File: src/rtl/cfr_pkg.sv
// ----------------------------------------------------------------------------
// cfr_pkg
// Shared widths, codes and controller/datapath handoff types for the
// frame receiver.
// ----------------------------------------------------------------------------
package cfr_pkg;

  localparam int unsigned FRAME_BYTES_DEF = 32;

  localparam int unsigned BYTE_W   = 8;
  localparam int unsigned STATUS_W = 2;
  localparam int unsigned IDX_W    = 5;
  localparam int unsigned NCP_W    = 9;   // next code position, wraps at 512
  localparam int unsigned MIN_LEN  = 3;   // code byte plus two address bytes

  localparam logic [STATUS_W-1:0] STATUS_OWN   = 2'd0;
  localparam logic [STATUS_W-1:0] STATUS_OTHER = 2'd1;
  localparam logic [STATUS_W-1:0] STATUS_BAD   = 2'd2;

  // Read address source for the decoded-byte store
  typedef enum logic [1:0] {
    RD_RX,
    RD_TX,
    RD_PAY
  } rd_sel_e;

  // Kind of result loaded into the output register
  typedef enum logic [1:0] {
    LD_BAD,
    LD_NOPL,
    LD_PAY
  } load_e;

  typedef struct packed {
    logic    byte_we;    // accepted nonzero line byte
    logic    delim;      // accepted delimiter
    logic    rd_en;
    rd_sel_e rd_sel;
    logic    adv;        // step payload index
    logic    cap_rx;
    logic    cap_tx;
    logic    load;
    load_e   load_kind;
  } cmd_t;

  typedef struct packed {
    logic is_delim;
    logic bad;
    logic no_pl;
    logic last_pl;
    logic out_free;
  } sts_t;

endpackage

File: src/rtl/cfr_intf.sv
// ----------------------------------------------------------------------------
// cfr_intf
// Valid/ready channels of the frame receiver: configuration, line bytes and
// results.
// ----------------------------------------------------------------------------
interface cfr_cfg_if;
  logic                         valid;
  logic                         ready;
  logic [cfr_pkg::BYTE_W-1:0]   own_address;

  modport source (output valid, output own_address, input ready);
  modport sink   (input valid, input own_address, output ready);
endinterface

interface cfr_byte_if;
  logic                         valid;
  logic                         ready;
  logic [cfr_pkg::BYTE_W-1:0]   rx_byte;

  modport source (output valid, output rx_byte, input ready);
  modport sink   (input valid, input rx_byte, output ready);
endinterface

interface cfr_result_if;
  logic                         valid;
  logic                         ready;
  logic [cfr_pkg::STATUS_W-1:0] status;
  logic [cfr_pkg::BYTE_W-1:0]   dst_address;
  logic [cfr_pkg::BYTE_W-1:0]   src_address;
  logic                         has_payload;
  logic [cfr_pkg::BYTE_W-1:0]   payload_byte;
  logic [cfr_pkg::IDX_W-1:0]    payload_index;
  logic                         last;

  modport source (
    output valid, output status, output dst_address, output src_address,
    output has_payload, output payload_byte, output payload_index, output last,
    input ready
  );
  modport sink (
    input valid, input status, input dst_address, input src_address,
    input has_payload, input payload_byte, input payload_index, input last,
    output ready
  );
endinterface

File: src/rtl/cobs_frame_receiver.sv
// ----------------------------------------------------------------------------
// cobs_frame_receiver
// COBS frame decoder with receiver address match.
// ----------------------------------------------------------------------------
// Line bytes come in on rx_i, one word per byte; a zero byte is the frame
// delimiter. Nonzero bytes are taken one per cycle and decoded into a local
// store of FRAME_BYTES entries. A run of FRAME_BYTES nonzero bytes drops the
// partial frame with no result. At a delimiter the frame is checked: it is
// good when the code chain lands on the delimiter and at least two bytes were
// decoded. A bad frame gives one result with status 2 and last set. A good
// frame gives one result per payload byte (status 0 when the receiver address
// matches own_address, else 1), or one result with has_payload clear when the
// payload is empty. After a delimiter the block takes no line byte until the
// frame's last result has been loaded into the output register, which a
// stall on res_o delays. The read-out is paced by the single read port of the
// decoded store, which yields one payload byte per cycle while res_o does
// not stall, once it has fetched the two address bytes. A result waiting in
// the output register does not hold off new line bytes. own_address is
// written through cfg_i at any time the block is idle and is always ready.
// The store needs no clearing after reset.
// ----------------------------------------------------------------------------
module cobs_frame_receiver #(
  parameter int unsigned FRAME_BYTES = cfr_pkg::FRAME_BYTES_DEF
) (
  input  logic         clk_i,
  input  logic         rst_ni,
  cfr_cfg_if.sink      cfg_i,
  cfr_byte_if.sink     rx_i,
  cfr_result_if.source res_o
);
  import cfr_pkg::*;

  cmd_t cmd;
  sts_t sts;

  // Register write port never stalls
  assign cfg_i.ready = 1'b1;

  cfr_ctrl u_ctrl (
    .clk_i      (clk_i),
    .rst_ni     (rst_ni),
    .in_valid_i (rx_i.valid),
    .in_ready_o (rx_i.ready),
    .sts_i      (sts),
    .cmd_o      (cmd)
  );

  cfr_datapath #(
    .FRAME_BYTES (FRAME_BYTES)
  ) u_datapath (
    .clk_i           (clk_i),
    .rst_ni          (rst_ni),
    .cmd_i           (cmd),
    .sts_o           (sts),
    .rx_byte_i       (rx_i.rx_byte),
    .cfg_valid_i     (cfg_i.valid),
    .cfg_data_i      (cfg_i.own_address),
    .res_valid_o     (res_o.valid),
    .res_ready_i     (res_o.ready),
    .status_o        (res_o.status),
    .dst_address_o   (res_o.dst_address),
    .src_address_o   (res_o.src_address),
    .has_payload_o   (res_o.has_payload),
    .payload_byte_o  (res_o.payload_byte),
    .payload_index_o (res_o.payload_index),
    .last_o          (res_o.last)
  );

endmodule

File: src/rtl/cfr_datapath.sv
// ----------------------------------------------------------------------------
// cfr_datapath
// Frame position tracking, code chain following, decoded-byte store and the
// result register.
// ----------------------------------------------------------------------------
module cfr_datapath #(
  parameter int unsigned FRAME_BYTES = cfr_pkg::FRAME_BYTES_DEF
) (
  input  logic                          clk_i,
  input  logic                          rst_ni,
  input  cfr_pkg::cmd_t                 cmd_i,
  output cfr_pkg::sts_t                 sts_o,
  input  logic [cfr_pkg::BYTE_W-1:0]    rx_byte_i,
  input  logic                          cfg_valid_i,
  input  logic [cfr_pkg::BYTE_W-1:0]    cfg_data_i,
  output logic                          res_valid_o,
  input  logic                          res_ready_i,
  output logic [cfr_pkg::STATUS_W-1:0]  status_o,
  output logic [cfr_pkg::BYTE_W-1:0]    dst_address_o,
  output logic [cfr_pkg::BYTE_W-1:0]    src_address_o,
  output logic                          has_payload_o,
  output logic [cfr_pkg::BYTE_W-1:0]    payload_byte_o,
  output logic [cfr_pkg::IDX_W-1:0]     payload_index_o,
  output logic                          last_o
);
  import cfr_pkg::*;

  localparam int unsigned AW = $clog2(FRAME_BYTES);
  localparam logic [AW:0] FB_L      = (AW+1)'(FRAME_BYTES);
  localparam logic [AW:0] MIN_LEN_L = (AW+1)'(MIN_LEN);
  // payload byte i sits in entry i+2; the final one is entry len-2
  localparam logic [AW:0] LAST_END_L = (AW+1)'(MIN_LEN + 1);

  logic [BYTE_W-1:0] mem [FRAME_BYTES];

  logic [AW-1:0]     pos_q, pos_d;
  logic [NCP_W-1:0]  ncp_q, ncp_d;
  logic [AW-1:0]     len_q;
  logic [AW-1:0]     idx_q, idx_d;
  logic [BYTE_W-1:0] own_q;
  logic [BYTE_W-1:0] rd_data_q;
  logic [BYTE_W-1:0] rx_q;
  logic [BYTE_W-1:0] tx_q;
  logic              out_valid_q;

  logic [NCP_W-1:0]  pos_ext;
  logic [AW:0]       pos_inc;
  logic              at_code;
  logic [AW-1:0]     wr_addr;
  logic [BYTE_W-1:0] wr_data;
  logic [AW-1:0]     rd_addr;
  logic [AW-1:0]     pay_addr;
  logic [AW:0]       idx_end;
  logic [AW+IDX_W-1:0] idx_ext;
  logic [STATUS_W-1:0] good_status;

  assign pos_ext = {{(NCP_W-AW){1'b0}}, pos_q};
  assign pos_inc = {1'b0, pos_q} + 1'b1;
  assign at_code = (pos_ext == ncp_q);
  assign wr_addr = pos_q - 1'b1;
  assign wr_data = at_code ? '0 : rx_byte_i;

  // position counter and code chain
  always_comb begin
    pos_d = pos_q;
    ncp_d = ncp_q;
    if (cmd_i.byte_we) begin
      if (pos_q == '0) begin
        ncp_d = {1'b0, rx_byte_i};
      end else if (at_code) begin
        ncp_d = pos_ext + {1'b0, rx_byte_i};
      end
      pos_d = (pos_inc == FB_L) ? '0 : pos_inc[AW-1:0];
    end else if (cmd_i.delim) begin
      pos_d = '0;
    end
  end

  assign idx_d    = cmd_i.adv ? idx_q + 1'b1 : idx_q;
  assign pay_addr = idx_d + AW'(2);

  always_comb begin
    unique case (cmd_i.rd_sel)
      RD_RX:   rd_addr = '0;
      RD_TX:   rd_addr = AW'(1);
      RD_PAY:  rd_addr = pay_addr;
      default: rd_addr = '0;
    endcase
  end

  // decoded-byte store, one write and one registered read port
  always_ff @(posedge clk_i) begin
    if (cmd_i.byte_we && pos_q != '0) begin
      mem[wr_addr] <= wr_data;
    end
    if (cmd_i.rd_en) begin
      rd_data_q <= mem[rd_addr];
    end
  end

  always_ff @(posedge clk_i or negedge rst_ni) begin
    if (!rst_ni) begin
      pos_q       <= '0;
      ncp_q       <= '0;
      len_q       <= '0;
      idx_q       <= '0;
      own_q       <= '0;
      out_valid_q <= 1'b0;
    end else begin
      pos_q <= pos_d;
      ncp_q <= ncp_d;
      if (cmd_i.delim) begin
        len_q <= pos_q;
        idx_q <= '0;
      end else begin
        idx_q <= idx_d;
      end
      if (cfg_valid_i) begin
        own_q <= cfg_data_i;
      end
      if (cmd_i.load) begin
        out_valid_q <= 1'b1;
      end else if (res_ready_i) begin
        out_valid_q <= 1'b0;
      end
    end
  end

  always_ff @(posedge clk_i) begin
    if (cmd_i.cap_rx) rx_q <= rd_data_q;
    if (cmd_i.cap_tx) tx_q <= rd_data_q;
  end

  assign idx_end     = {1'b0, idx_q} + LAST_END_L;
  assign idx_ext     = {{IDX_W{1'b0}}, idx_q};
  assign good_status = (rx_q == own_q) ? STATUS_OWN : STATUS_OTHER;

  // result register
  always_ff @(posedge clk_i) begin
    if (cmd_i.load) begin
      unique case (cmd_i.load_kind)
        LD_NOPL: begin
          status_o        <= good_status;
          dst_address_o   <= rx_q;
          src_address_o   <= tx_q;
          has_payload_o   <= 1'b0;
          payload_byte_o  <= '0;
          payload_index_o <= '0;
          last_o          <= 1'b1;
        end
        LD_PAY: begin
          status_o        <= good_status;
          dst_address_o   <= rx_q;
          src_address_o   <= tx_q;
          has_payload_o   <= 1'b1;
          payload_byte_o  <= rd_data_q;
          payload_index_o <= idx_ext[IDX_W-1:0];
          last_o          <= (idx_end == {1'b0, len_q});
        end
        default: begin
          status_o        <= STATUS_BAD;
          dst_address_o   <= '0;
          src_address_o   <= '0;
          has_payload_o   <= 1'b0;
          payload_byte_o  <= '0;
          payload_index_o <= '0;
          last_o          <= 1'b1;
        end
      endcase
    end
  end

  assign res_valid_o = out_valid_q;

  assign sts_o.is_delim = (rx_byte_i == '0);
  assign sts_o.bad      = ({1'b0, pos_q} < MIN_LEN_L) || !at_code;
  assign sts_o.no_pl    = ({1'b0, len_q} == MIN_LEN_L);
  assign sts_o.last_pl  = (idx_end == {1'b0, len_q});
  assign sts_o.out_free = !out_valid_q || res_ready_i;

endmodule

File: src/rtl/cfr_ctrl.sv
// ----------------------------------------------------------------------------
// cfr_ctrl
// Sequencer: takes line bytes, and at a delimiter reads the decoded store
// out into the result register, or for a bad frame loads a bad result.
// ----------------------------------------------------------------------------
module cfr_ctrl (
  input  logic          clk_i,
  input  logic          rst_ni,
  input  logic          in_valid_i,
  output logic          in_ready_o,
  input  cfr_pkg::sts_t sts_i,
  output cfr_pkg::cmd_t cmd_o
);
  import cfr_pkg::*;

  localparam logic [2:0] S_IDLE = 3'd0;
  localparam logic [2:0] S_BAD  = 3'd1;
  localparam logic [2:0] S_RD0  = 3'd2;
  localparam logic [2:0] S_RD1  = 3'd3;
  localparam logic [2:0] S_RD2  = 3'd4;
  localparam logic [2:0] S_NOPL = 3'd5;
  localparam logic [2:0] S_PL   = 3'd6;

  logic [2:0] state_q, state_d;
  logic       in_fire;

  assign in_ready_o = (state_q == S_IDLE);
  assign in_fire    = in_valid_i && in_ready_o;

  always_comb begin
    state_d         = state_q;
    cmd_o.byte_we   = 1'b0;
    cmd_o.delim     = 1'b0;
    cmd_o.rd_en     = 1'b0;
    cmd_o.rd_sel    = RD_RX;
    cmd_o.adv       = 1'b0;
    cmd_o.cap_rx    = 1'b0;
    cmd_o.cap_tx    = 1'b0;
    cmd_o.load      = 1'b0;
    cmd_o.load_kind = LD_BAD;
    unique case (state_q)
      S_IDLE: begin
        if (in_fire) begin
          if (sts_i.is_delim) begin
            cmd_o.delim = 1'b1;
            state_d     = sts_i.bad ? S_BAD : S_RD0;
          end else begin
            cmd_o.byte_we = 1'b1;
          end
        end
      end
      S_BAD: begin
        if (sts_i.out_free) begin
          cmd_o.load      = 1'b1;
          cmd_o.load_kind = LD_BAD;
          state_d         = S_IDLE;
        end
      end
      S_RD0: begin
        cmd_o.rd_en  = 1'b1;
        cmd_o.rd_sel = RD_RX;
        state_d      = S_RD1;
      end
      S_RD1: begin
        cmd_o.cap_rx = 1'b1;
        cmd_o.rd_en  = 1'b1;
        cmd_o.rd_sel = RD_TX;
        state_d      = S_RD2;
      end
      S_RD2: begin
        cmd_o.cap_tx = 1'b1;
        if (sts_i.no_pl) begin
          state_d = S_NOPL;
        end else begin
          cmd_o.rd_en  = 1'b1;
          cmd_o.rd_sel = RD_PAY;
          state_d      = S_PL;
        end
      end
      S_NOPL: begin
        if (sts_i.out_free) begin
          cmd_o.load      = 1'b1;
          cmd_o.load_kind = LD_NOPL;
          state_d         = S_IDLE;
        end
      end
      S_PL: begin
        if (sts_i.out_free) begin
          cmd_o.load      = 1'b1;
          cmd_o.load_kind = LD_PAY;
          if (sts_i.last_pl) begin
            state_d = S_IDLE;
          end else begin
            // fetch the next byte while this one goes out
            cmd_o.adv    = 1'b1;
            cmd_o.rd_en  = 1'b1;
            cmd_o.rd_sel = RD_PAY;
          end
        end
      end
      default: begin
        state_d = S_IDLE;
      end
    endcase
  end

  always_ff @(posedge clk_i or negedge rst_ni) begin
    if (!rst_ni) begin
      state_q <= S_IDLE;
    end else begin
      state_q <= state_d;
    end
  end

  a_load_needs_slot : assert property (
    @(posedge clk_i) disable iff (!rst_ni) cmd_o.load |-> sts_i.out_free
  ) else $error("result loaded over a pending result");

  a_delim_branch : assert property (
    @(posedge clk_i) disable iff (!rst_ni)
    cmd_o.delim |=> (state_q == S_BAD || state_q == S_RD0)
  ) else $error("delimiter did not start frame check");

  a_no_write_during_read : assert property (
    @(posedge clk_i) disable iff (!rst_ni) !(cmd_o.byte_we && cmd_o.rd_en)
  ) else $error("store written during read-out");

  a_adv_with_load : assert property (
    @(posedge clk_i) disable iff (!rst_ni) cmd_o.adv |-> (cmd_o.load && !sts_i.last_pl)
  ) else $error("payload index stepped without a result");

endmodule
File: src/flat_wrapper.sv
// flat-port wrapper written by rule: the top's interface ports become plain ports
module cobs_frame_receiver_flat import cfr_pkg::*;
#(
  parameter int unsigned FRAME_BYTES = cfr_pkg::FRAME_BYTES_DEF
)
  (clk_i, rst_ni, cfg_i_valid, cfg_i_own_address, cfg_i_ready, rx_i_valid, rx_i_rx_byte, rx_i_ready, res_o_valid, res_o_status, res_o_dst_address, res_o_src_address, res_o_has_payload, res_o_payload_byte, res_o_payload_index, res_o_last, res_o_ready);
  cfr_cfg_if cfg_i_i ();
  cfr_byte_if rx_i_i ();
  cfr_result_if res_o_i ();
  input  logic clk_i;
  input  logic rst_ni;
  input wire logic [$bits(cfg_i_i.valid)-1:0] cfg_i_valid;
  input wire logic [$bits(cfg_i_i.own_address)-1:0] cfg_i_own_address;
  output wire logic [$bits(cfg_i_i.ready)-1:0] cfg_i_ready;
  input wire logic [$bits(rx_i_i.valid)-1:0] rx_i_valid;
  input wire logic [$bits(rx_i_i.rx_byte)-1:0] rx_i_rx_byte;
  output wire logic [$bits(rx_i_i.ready)-1:0] rx_i_ready;
  output wire logic [$bits(res_o_i.valid)-1:0] res_o_valid;
  output wire logic [$bits(res_o_i.status)-1:0] res_o_status;
  output wire logic [$bits(res_o_i.dst_address)-1:0] res_o_dst_address;
  output wire logic [$bits(res_o_i.src_address)-1:0] res_o_src_address;
  output wire logic [$bits(res_o_i.has_payload)-1:0] res_o_has_payload;
  output wire logic [$bits(res_o_i.payload_byte)-1:0] res_o_payload_byte;
  output wire logic [$bits(res_o_i.payload_index)-1:0] res_o_payload_index;
  output wire logic [$bits(res_o_i.last)-1:0] res_o_last;
  input wire logic [$bits(res_o_i.ready)-1:0] res_o_ready;
  assign cfg_i_i.valid = cfg_i_valid;
  assign cfg_i_i.own_address = cfg_i_own_address;
  assign cfg_i_ready = cfg_i_i.ready;
  assign rx_i_i.valid = rx_i_valid;
  assign rx_i_i.rx_byte = rx_i_rx_byte;
  assign rx_i_ready = rx_i_i.ready;
  assign res_o_valid = res_o_i.valid;
  assign res_o_status = res_o_i.status;
  assign res_o_dst_address = res_o_i.dst_address;
  assign res_o_src_address = res_o_i.src_address;
  assign res_o_has_payload = res_o_i.has_payload;
  assign res_o_payload_byte = res_o_i.payload_byte;
  assign res_o_payload_index = res_o_i.payload_index;
  assign res_o_last = res_o_i.last;
  assign res_o_i.ready = res_o_ready;
  cobs_frame_receiver #(.FRAME_BYTES(FRAME_BYTES)) u_core (.clk_i(clk_i), .rst_ni(rst_ni), .cfg_i(cfg_i_i), .rx_i(rx_i_i), .res_o(res_o_i));
endmodule
File: config.mk
export PLATFORM = sky130hd
export DESIGN_NAME = cobs_frame_receiver_flat
export DESIGN_NICKNAME = d
export VERILOG_FILES = /design/src/rtl/cfr_pkg.sv /design/src/rtl/cfr_intf.sv /design/src/rtl/cobs_frame_receiver.sv /design/src/rtl/cfr_datapath.sv /design/src/rtl/cfr_ctrl.sv /design/src/flat_wrapper.sv
export SDC_FILE = /design/constraint.sdc
export NUM_CORES = 1
export LEC_CHECK = 0
export BUFFER_PORTS_ARGS = -buffer_cell sky130_fd_sc_hd__buf_2
export CAP_MARGIN = 0
export CORE_ASPECT_RATIO = 0.6
export CORE_MARGIN = 3
export CORE_UTILIZATION = 40
export CTS_CLUSTER_DIAMETER = 40
export DETAILED_ROUTE_END_ITERATION = 8
export SLEW_MARGIN = 20
export SYNTH_ARGS = -nofsm -noshare
export SYNTH_HDL_FRONTEND = slang
export SYNTH_SLANG_ARGS = --single-unit
File: constraint.sdc
create_clock -name clk_i -period 4.18 [get_ports clk_i]
set_input_delay 0.418 -clock clk_i [delete_from_list [all_inputs] [get_ports clk_i]]
set_output_delay 0.418 -clock clk_i [all_outputs]
set_load 0.05 [all_outputs]
==> results of run 1 <==
## how the worst min path moves through the flow
stage	from	to	slack (ns)	cells after the start
finish	rst_ni	u_core.u_datapath.ncp_q[7]	0.002	1
detailed placement	u_core.u_datapath.ncp_q[5]	u_core.u_datapath.ncp_q[5]	0.48	2
global route	rst_ni	u_core.u_datapath.ncp_q[3]	0.07	1
floorplan	rst_ni	u_core.u_ctrl.state_q[0]	0.12	0
global placement	u_core.u_datapath.ncp_q[7]	u_core.u_datapath.ncp_q[7]	0.47	2
CTS	rst_ni	u_core.u_datapath.ncp_q[7]	0.02	1
## power groups by stage
| stage | registers, mW | clock network (mW) | logic (mW) |
|---|---|---|---|
| finish | 4.20 | 3.40 | 0.960 |
| global route | 4.22 | 3.59 | 1.06 |
| CTS | 4.20 | 3.44 | 0.956 |
| detailed placement | 4.27 | 0 | 0.955 |
| global placement | 4.26 | 0 | 0.936 |
| floorplan | 4.21 | 0 | 0.625 |
## area by class of cell
type	instances	area share
clock buffer	38	0.05117
clock inverter	24	0.01687
inverter	35	0.007232
multi-input combinational	674	0.2615
sequential	349	0.5670
tap	504	0.03471
timing repair buffer	155	0.06157
## layout by cell type, fill, tap and decap left out, types with 9 or more instances in the layout
cell | Yosys | routed
a211oi_1 | 15 | 15
a21oi_1 | 43 | 42
a221o_1 | 19 | 19
a22oi_1 | 11 | 9
a31oi_1 | 19 | 18
and2_1 | 27 | 27
buf_2 | 16 | 55
buf_4 | 3 | 93
clkbuf_16 | 0 | 38
clkinv_1 | 0 | 9
dfrtp_1 | 36 | 36
edfxtp_1 | 313 | 313
ha_1 | 16 | 15
inv_1 | 34 | 34
mux2_2 | 17 | 17
mux2i_1 | 40 | 39
nand2_1 | 102 | 101
nand3_1 | 24 | 24
nand4_1 | 35 | 35
nor2_1 | 55 | 53
nor2b_1 | 32 | 24
nor3_1 | 10 | 10
o21ai_0 | 32 | 31
o221ai_1 | 21 | 20
o31ai_1 | 29 | 29
xor2_1 | 14 | 14
## repair_timing
| action | in CTS | in global routing |
|---|---|---|
| setup endpoints to repair | 0 | 8 |
| hold buffers | 0 | 0 |
| gates resized for setup | 0 | 14 |
| setup buffers | 0 | 4 |
## metrics by stage
| step | TNS [ns] | cell area [sq um] |
|---|---|---|
| after CTS | 0 | 18040 |
| after detailed placement | 0 | 16800 |
| after global placement | 0 | 16800 |
| after global routing | -0.05503 | 18170 |
| after floorplan | 0 | 15390 |
| final | 0 | 18170 |
## per-layer routing
| layer | track usage | vias to the layer above | wire (microns) |
|---|---|---|---|
| li1 | - | 4630 | - |
| met1 | 0.3239 | 5118 | 20350 |
| met2 | 0.2748 | 461 | 16530 |
| met3 | 0.04684 | 46 | 4069 |
| met4 | 0.03678 | 0 | 493 |
| met5 | 0 | - | 0 |
## state kept, by name (all words and copies together) (netlist names)
signal / count
u_core.u_datapath.own_q: 8
u_core.u_datapath.payload_index_o: 5
u_core.u_datapath.rx_q: 8
u_core.u_datapath.len_q: 5
u_core.u_datapath.rd_data_q: 8
u_core.u_datapath.ncp_q: 9
u_core.u_datapath.dst_address_o: 8
u_core.u_datapath.res_valid_o: 1
u_core.u_datapath.last_o: 1
u_core.u_datapath.src_address_o: 8
u_core.u_datapath.tx_q: 8
u_core.u_datapath.mem: 256
u_core.u_ctrl.state_q: 3
u_core.u_datapath.payload_byte_o: 8
u_core.u_datapath.idx_q: 5
u_core.u_datapath.status_o: 2
u_core.u_datapath.has_payload_o: 1
u_core.u_datapath.pos_q: 5
## cells by family after synthesis
| group | Yosys count | synth area share |
|---|---|---|
| xor gates and xnor gates | 26 | 0.01772 |
| AOI/OAI and AO/OA | 263 | 0.1301 |
| and+or+nand+nor | 310 | 0.1007 |
| other | 1 | 0.0002436 |
| DFF | 349 | 0.6691 |
| muxes | 57 | 0.03844 |
| buffers and inverters | 108 | 0.02942 |
| adders and majority gates | 17 | 0.01430 |
## Yosys cell counts, types with 6 or more instances
cell type / instances
xnor2_1: 9
a31o_2: 7
edfxtp_1: 313
buf_2: 16
mux2_2: 17
a211oi_1: 15
o31ai_1: 29
nand2_1: 102
inv_1: 34
a21oi_1: 43
a32oi_1: 7
a221oi_1: 8
nand3_1: 24
nand2b_1: 6
clkbuf_1: 48
o21ai_0: 32
a31oi_1: 19
o211a_1: 7
xor2_1: 14
ha_1: 16
a221o_1: 19
nor3_1: 10
o221ai_1: 21
o2111ai_1: 8
nor2b_1: 32
nor2_1: 55
mux2i_1: 40
nand4_1: 35
and2_1: 27
dfrtp_1: 36
a22oi_1: 11
==> out/metrics.cfg, run 1 <==
[global_routing]
antenna_found_initial=0
grt_max_degree=51
grt_remaining_overflow=0
grt_pass1_vias=9838
grt_pass1_wl_microns=62180
grtUsageTotal=0.2012

[logic_synthesis]
synth_nets=1169
synth_top_cell_by_area=edfxtp_1
synthCells=1131
seq_area_frac_synth=0.6691
ys.flop_type=edfxtp_1
ys_ff_latch=349
yosys.area.top_type_share=0.6105
syn_area_per_cell_sq_um=13.61
yosys_warnings=0
synth_top_cells_by_area=edfxtp_1, dfrtp_1, mux2i_1
synth_cell_type_count=77
synth-edff-count=313
netlist_area_sq_um=15390
ys_async_sr_fraction=0.1032

[floorplan]
die_area_sq_um=40950
initial_core_util=0.4143
ios=57
std_cell_rows=54
die_w_microns=259.3
fp.dieH_microns=158.0
core_area_sq_um=37160

[power]
p_leak_nw=6.542
internal_power_mw=6.418
vdd_drop_max_mv=0.2986
total_power_mw=8.564
p_seq_frac=0.490
power_frac_clock=0.398
netSwitchingFraction=0.2505
p_comb_frac=0.112
netSwitchingPower_mw=2.145
pwr_density_cell_nw_per_um2=471.4

[sta]
fmax_mhz=246.6
hold_viol=0
slew_violations=0
min_period_ns=4.055
setup_viol=0
fin_ws_ns=0.1255
slew_headroom=0.3413
fin_skew_ns=0.02141
holdWs_ns=0.001982
timing.final.crit_share=0.9700
worst_slew_pin_slew_ns=0.9815

[clock_network]
root_buffer=clkbuf_16
clk_latency_ns=0.53
cts-buffers-inserted=36
clock_path_buffers=3
cts_tree=yes
h-tree-depth=2
cts.reportedPaths.clkPinSlew_ns=0.07
cts_sinks=349

[cells_and_area]
final-seq-area_sq_um=10300
post_layout_nonfiller_instances=1779
final_util=0.4889
insertedDiodeCount=0
layout-drive-gt1-share=0.2149
nets=1289
fill_cells=3277
areaGrowthSynthToFinish_pct=18.00
multi_input_area_sq_um=4750

[setup_path]
critical_path.most_common_cell=buf_4
crit_path_max_fanout=14
cp_top_family=compound AO/OA/AOI/OAI gates
critPathMaxStageDelay_ns=0.38
cp.depth=18
critPathKind=flip-flop to flip-flop
critPathLaunchType=flip-flop
cp.required_ns=4.46
crit_buf_inv=4
reg2reg_from=u_core.u_datapath.idx_q[2]
endpoint_kind=flip-flop
rr_worst_depth=18
crit_end=u_core.u_datapath.rd_data_q[3]
crit_path_cell_trace=ha_2 -> xnor2_2 -> o2111a_1 -> a31oi_1 -> a21oi_1 -> inv_1 -> ha_1 -> nor3b_1 -> nand4_1 -> buf_4 -> a21oi_4 -> nor3_4 -> buf_4 -> buf_12 -> mux2i_2 -> a221oi_1 -> a31o_1 -> o211a_1
cp_slowest_cell=dfrtp_1
r2r_end=u_core.u_datapath.rd_data_q[3]
crit_path_start=u_core.u_datapath.idx_q[2]
ff2ff_setup_slack_ns=0.13
arrival_ns=4.34

[place]
dp_hpwl_microns=27900
dp.cells=1712
dp_slack_ns=0.1381
portBuffers=55
gp_congestion=0.8980

[drt]
drtIter0Drc=1002
vias=10255
ant_nets=0
via_per_inst=5.764
drc=0
wl_microns=41440
first_pass_iters=5
wire_per_inst_microns=23.29

[run]
maxCapViolCount=0

[min_path]
hp-class=input port to async pin

[outcome]
status=finished, final reports clean

Power figures use the tool's default switching activity.
==> inputs of run 2 (changes only) <==
Settings changed: CORE_ASPECT_RATIO 0.6 to 1.5.
==> run 2 against run 1 <==
Die area hardly changed. Clock skew rose by 0.022 ns. The run now ends with hold timing left. Total power down 2.5%. Largest cell class unchanged. Critical path type unchanged. Combinational power down 3.6%. Sequential power is essentially flat. Maximum frequency is 1.2% higher. Utilization down 1.2 points.
==> out/metrics.cfg, run 2 (synthesized netlist as in run 1, its figures left out) <==
[global_routing]
grt_remaining_overflow=0
grt_pass1_vias=10158
grt_pass1_wl_microns=61200
grt_max_degree=59
grtUsageTotal=0.1932
antenna_found_initial=0

[cells_and_area]
final_cell_mix=edfxtp_1, nand2_1, buf_4
nets=1271
regMostFlops=u_core.u_datapath.mem
areaGrowthSynthToFinish_pct=16.92
top_regs=u_core.u_datapath.mem: 256 flops, u_core.u_datapath.ncp_q: 9 flops
final_common_cell=edfxtp_1
fill_cells=3266
layout-drive-gt1-share=0.2008
insertedDiodeCount=0
largest_register_ffs=256

[setup_path]
endpoint_kind=flip-flop
critPathKind=flip-flop to flip-flop
cp_slowest_cell=dfrtp_1
crit_path_cell_trace=ha_1 -> xor2_4 -> a31oi_1 -> a31oi_1 -> a21oi_2 -> inv_1 -> ha_1 -> nor3b_1 -> nand4_1 -> buf_4 -> o221ai_4 -> nor3_4 -> buf_12 -> clkbuf_16 -> o221ai_1 -> a32oi_2 -> a22oi_1 -> buf_4 -> o211a_1
reg2reg_from=u_core.u_datapath.idx_q[2]
r2r_end=u_core.u_datapath.rd_data_q[4]
critPathLaunchType=flip-flop
cp.required_ns=4.59
crit_buf_inv=5
cp_top_family=compound AO/OA/AOI/OAI gates
ff2ff_setup_slack_ns=0.18
crit_path_max_fanout=15
critPathMaxStageDelay_ns=0.38
rr_worst_depth=19
arrival_ns=4.42

[sta]
slew_violations=0
worst_slew_pin_slew_ns=1.081
fin_ws_ns=0.1752
hold_viol=1
fmax_mhz=249.7
setup_viol=0
fin_skew_ns=0.04309
holdWs_ns=-0.001487
slew_headroom=0.2747
min_period_ns=4.005
timing.final.crit_share=0.9581

[power]
netSwitchingPower_mw=2.125
power_frac_clock=0.386
total_power_mw=8.352
netSwitchingFraction=0.2544
internal_power_mw=6.227
p_seq_frac=0.503
p_leak_nw=6.440
pwr_density_cell_nw_per_um2=464.0
p_comb_frac=0.111
vdd_drop_max_mv=0.3462

[clock_network]
h-tree-depth=2
cts-buffers-inserted=38
cts.reportedPaths.clkPinSlew_ns=0.06
clk_latency_ns=0.55
root_buffer=clkbuf_16
clock_path_buffers=3
cts_tree=yes
cts_sinks=349

[floorplan]
die_w_microns=166.2
ios=57
die_area_sq_um=40930
fp.dieH_microns=246.3
core_area_sq_um=37770
std_cell_rows=87
initial_core_util=0.4076

[place]
gp_congestion=0.9044
portBuffers=55
dp_hpwl_microns=26290
dp_slack_ns=-0.01371

[drt]
wl_microns=40440
vias=10069
wire_per_inst_microns=23.12
via_per_inst=5.757
ant_nets=0
first_pass_iters=5
drc=0
drtIter0Drc=914

[min_path]
hp-class=input port to async pin

[outcome]
status=complete, but fails checks
violations=hold timing

[run]
maxCapViolCount=0

## run 2: changes by cell type in the layout (fill, tap and decap cells not counted), moves of 3 or more
cell       change
buf_4         -23
o2111ai_1      +3
clkinv_1       -3
clkbuf_1       +7
a211oi_1       -3
a211oi_2       +3
o2111ai_2      -3
bufinv_16      -5
## run 2: area by class of cell
| class | instances | area [sq um] | area share |
|---|---|---|---|
| inverters | 35 | 131.4 | 0.007299 |
| flip-flops and latches | 349 | 10300 | 0.5722 |
| multi-input cells | 674 | 4758 | 0.2644 |
| repair buffers | 135 | 997.2 | 0.05540 |
| clock inverters | 19 | 181.4 | 0.01008 |
| well taps | 489 | 611.8 | 0.03399 |
| clock buffers | 48 | 1020 | 0.05665 |
## run 2: worst max-delay path by stage
stage | start | endpoint | slack [ns] | depth (start not counted)
2_1_floorplan | u_core.u_datapath.idx_q[2] | u_core.u_datapath.rd_data_q[0] | 0.05 | 18
5_1_grt | u_core.u_datapath.idx_q[2] | u_core.u_datapath.rd_data_q[4] | -0.07 | 19
6_report | u_core.u_datapath.idx_q[2] | u_core.u_datapath.rd_data_q[4] | 0.18 | 19
4_1_cts | u_core.u_datapath.idx_q[2] | u_core.u_datapath.rd_data_q[0] | 0.02 | 17
3_3_place_gp | u_core.u_datapath.idx_q[2] | u_core.u_datapath.rd_data_q[6] | 0.05 | 14
3_5_place_dp | u_core.u_datapath.idx_q[2] | u_core.u_datapath.rd_data_q[0] | -0.01 | 15
## run 2: repair_timing
action / 4_1_cts / 5_1_grt
gates resized for setup: 1 / 16
hold endpoints to repair: 0 / 0
setup buffers: 0 / 5
hold buffers: 0 / 0
cloned: 0 / 2
endpoints found under the setup margin: 2 / 8
pin swaps: 0 / 3
## run 2: power by group through the flow
| stage | clock, mW | combinational (mW) | sequential (mW) |
|---|---|---|---|
| 2_1_floorplan | 0 | 0.625 | 4.21 |
| 3_3_place_gp | 0 | 0.903 | 4.27 |
| 3_5_place_dp | 0 | 0.923 | 4.27 |
| 4_1_cts | 3.28 | 0.925 | 4.20 |
| 5_1_grt | 3.41 | 1.02 | 4.22 |
| 6_report | 3.23 | 0.925 | 4.20 |
## run 2: metrics by stage
stage / utilization / hold WS, ns / cells / instance area (sq um) / setup TNS (ns)
final: 0.4765 / -0.001487 / 1749 / 18000 / 0
after global routing: 0.4765 / 0.05167 / 1749 / 18000 / -0.1631
after CTS: 0.4723 / 0.0002396 / 1742 / 17840 / 0
after detailed placement: 0.4403 / 0.4709 / 1675 / 16630 / -0.01371
after global placement: 0.4403 / 0.4636 / 1675 / 16630 / 0
after floorplan: - / 0.1224 / 1131 / 15390 / 0
## run 2: per-layer routing
| layer | wire length [microns] | global-route usage | vias to the layer above |
|---|---|---|---|
| li1 | - | - | 4598 |
| met3 | 1966 | 0.02648 | 105 |
| met2 | 20980 | 0.3535 | 352 |
| met5 | 0 | 0 | - |
| met1 | 15450 | 0.2220 | 5014 |
| met4 | 2039 | 0.09474 | 0 |
==> inputs of run 3 (changes only) <==
Clock period 4.18 ns to 4.75 ns, I/O delays scaled along.
==> run 3 against run 2 <==
The flow now finishes without violations. Total power decreased by 10%. Critical path depth down 4. Cell count down 2.0%. Via count fell by 1.5%. Sequential power decreased by 12%. Wire length decreased by 2.7%. Setup slack improved by 0.074 ns. Non-clock buffer count down 37. Global-route usage is 0.24 points lower. Die area unchanged. Critical endpoint is now u_core.u_datapath.rd_data_q[6]. Largest cell class unchanged. Largest power group unchanged.
==> out/metrics.cfg, run 3 (synthesized netlist as in run 1, its figures left out) <==
[place]
dp.cells=1642
gp_congestion=0.8818
portBuffers=55
dp_hpwl_microns=25550
placed_area_sq_um=16350

[power]
vdd_drop_max_mv=0.3369
pwr_density_cell_nw_per_um2=423.5
p_leak_nw=6.255

[global_routing]
met3_usage=0.02937
grtUsageTotal=0.1907
busiest_layer=met2
grt_remaining_overflow=0
grt_pass1_wl_microns=60530
grt_max_degree=59
grt.met1_usage=0.2246
antenna_found_initial=0
grt_pass1_vias=9925
met2_usage=0.3362

[sta]
fmax_mhz=222.2
setup_viol=0
slew_headroom=0.3103
timing.final.crit_share=0.9476
fin_skew_ns=0.02763
rsz0062_at_grt=false
holdWs_ns=0.05497
hold_viol=0
min_period_ns=4.501
fin_tns_setup_ns=0
worst_slew_pin_slew_ns=1.028
slew_violations=0

[setup_path]
critPathLaunchType=flip-flop
cp.depth=15
cp_top_family=compound AO/OA/AOI/OAI gates
arrival_ns=4.90
critPathMaxStageDelay_ns=0.57
endpoint_kind=flip-flop
crit_path_max_fanout=41
rr_worst_depth=15
critPathKind=flip-flop to flip-flop
cp_slowest_cell=a211o_2
crit_path_cell_trace=ha_1 -> xnor2_1 -> o2111a_1 -> a31oi_1 -> a21oi_1 -> inv_1 -> ha_1 -> nand2b_1 -> a211o_2 -> buf_12 -> buf_4 -> a21oi_1 -> a221o_1 -> nand3_1 -> and4_1
crit_buf_inv=3
cp.required_ns=5.15

[clock_network]
hold_buffers=0
cts-buffers-inserted=38
clock_path_buffers=3
root_buffer=clkbuf_16
cts_tree=yes
cts.reportedPaths.clkPinSlew_ns=0.06
clk_latency_ns=0.56
cts_sinks=349
h-tree-depth=2

[cells_and_area]
regMostFlops=u_core.u_datapath.mem
top_regs=u_core.u_datapath.mem: 256 flops, u_core.u_datapath.ncp_q: 9 flops
final_cell_mix=edfxtp_1, nand2_1, buf_2
final_common_cell=edfxtp_1
layout-drive-gt1-share=0.1706
largest_register_ffs=256
areaGrowthSynthToFinish_pct=14.70
insertedDiodeCount=0
final_util=0.4675
post_layout_nonfiller_instances=1714
nets=1234
final_area_sq_um=17660

[drt]
wire_per_inst_microns=22.95
ant_nets=0
wl_microns=39330
vias=9919
drc=0
via_per_inst=5.787
first_pass_iters=7
drtIter0Drc=1028

[floorplan]
initial_core_util=0.4076
core_area_sq_um=37770
ios=57
die_w_microns=166.2
die_area_sq_um=40930
fp.dieH_microns=246.3
std_cell_rows=87

[min_path]
hp-class=input port to async pin

[outcome]
status=finished, final reports clean

[run]
maxCapViolCount=0

-- run 3: changes by cell type in the layout (fill, tap and decap cells not counted), sizes merged --
cell / delta
clkinvlp: -1
buf: -36
clkinv: +2
clkbuf: -2
bufinv: +2
-- run 3: layer usage --
layer  part of all wire  wire length (microns)
met5                  0                      0
met3              0.055                   2168
met2               0.51                  20080
met4              0.055                   2173
met1               0.38                  14910
-- run 3: worst paths after layout --
kind,startpoint,to,slack (ns)
max,u_core.u_datapath.idx_q[3],u_core.u_datapath.rd_data_q[6],0.25
max in group asynchronous,rst_ni,u_core.u_datapath.idx_q[3],4.15
min reg2reg,u_core.u_datapath.rd_data_q[6],u_core.u_datapath.rx_q[6],0.47
min,rst_ni,u_core.u_datapath.ncp_q[5],0.05
min in group clk_i,cfg_i_own_address[2],u_core.u_datapath.own_q[2],0.17
max reg2reg,u_core.u_datapath.idx_q[3],u_core.u_datapath.rd_data_q[6],0.25
-- run 3: per-stage QoR --
| stage | setup slack, ns | total power [mW] |
|---|---|---|
| floorplan | 0.6186 | 4.251 |
| global placement | 0.3981 | 4.542 |
| detailed placement | 0.3153 | 4.563 |
| CTS | 0.2840 | 7.538 |
| global route | 0.01605 | 7.756 |
| finish | 0.2490 | 7.479 |
-- run 3: where the power goes --
| part | leakage (nW) | internal (mW) | switching [mW] |
|---|---|---|---|
| Clock | 0.618 | 1.75 | 1.23 |
| Combinational | 2.36 | 0.246 | 0.552 |
| Sequential | 3.28 | 3.57 | 0.123 |
-- run 3: area by class of cell --
type	count	area (sq um)
clock buffers	47	1006
clock inverters	22	264.0
fillers	3351	20110
inverters	35	131.4
multi-input cells	674	4697
flip-flops and latches	349	10300
well taps	489	611.8
repair buffers	98	648.1
-- run 3: timing repair --
action | 4_1_cts | 5_1_grt
resized for setup | 0 | 2
setup buffers | 0 | 3
setup endpoints to repair | 0 | 5
endpoints found under the hold margin | 0 | 0
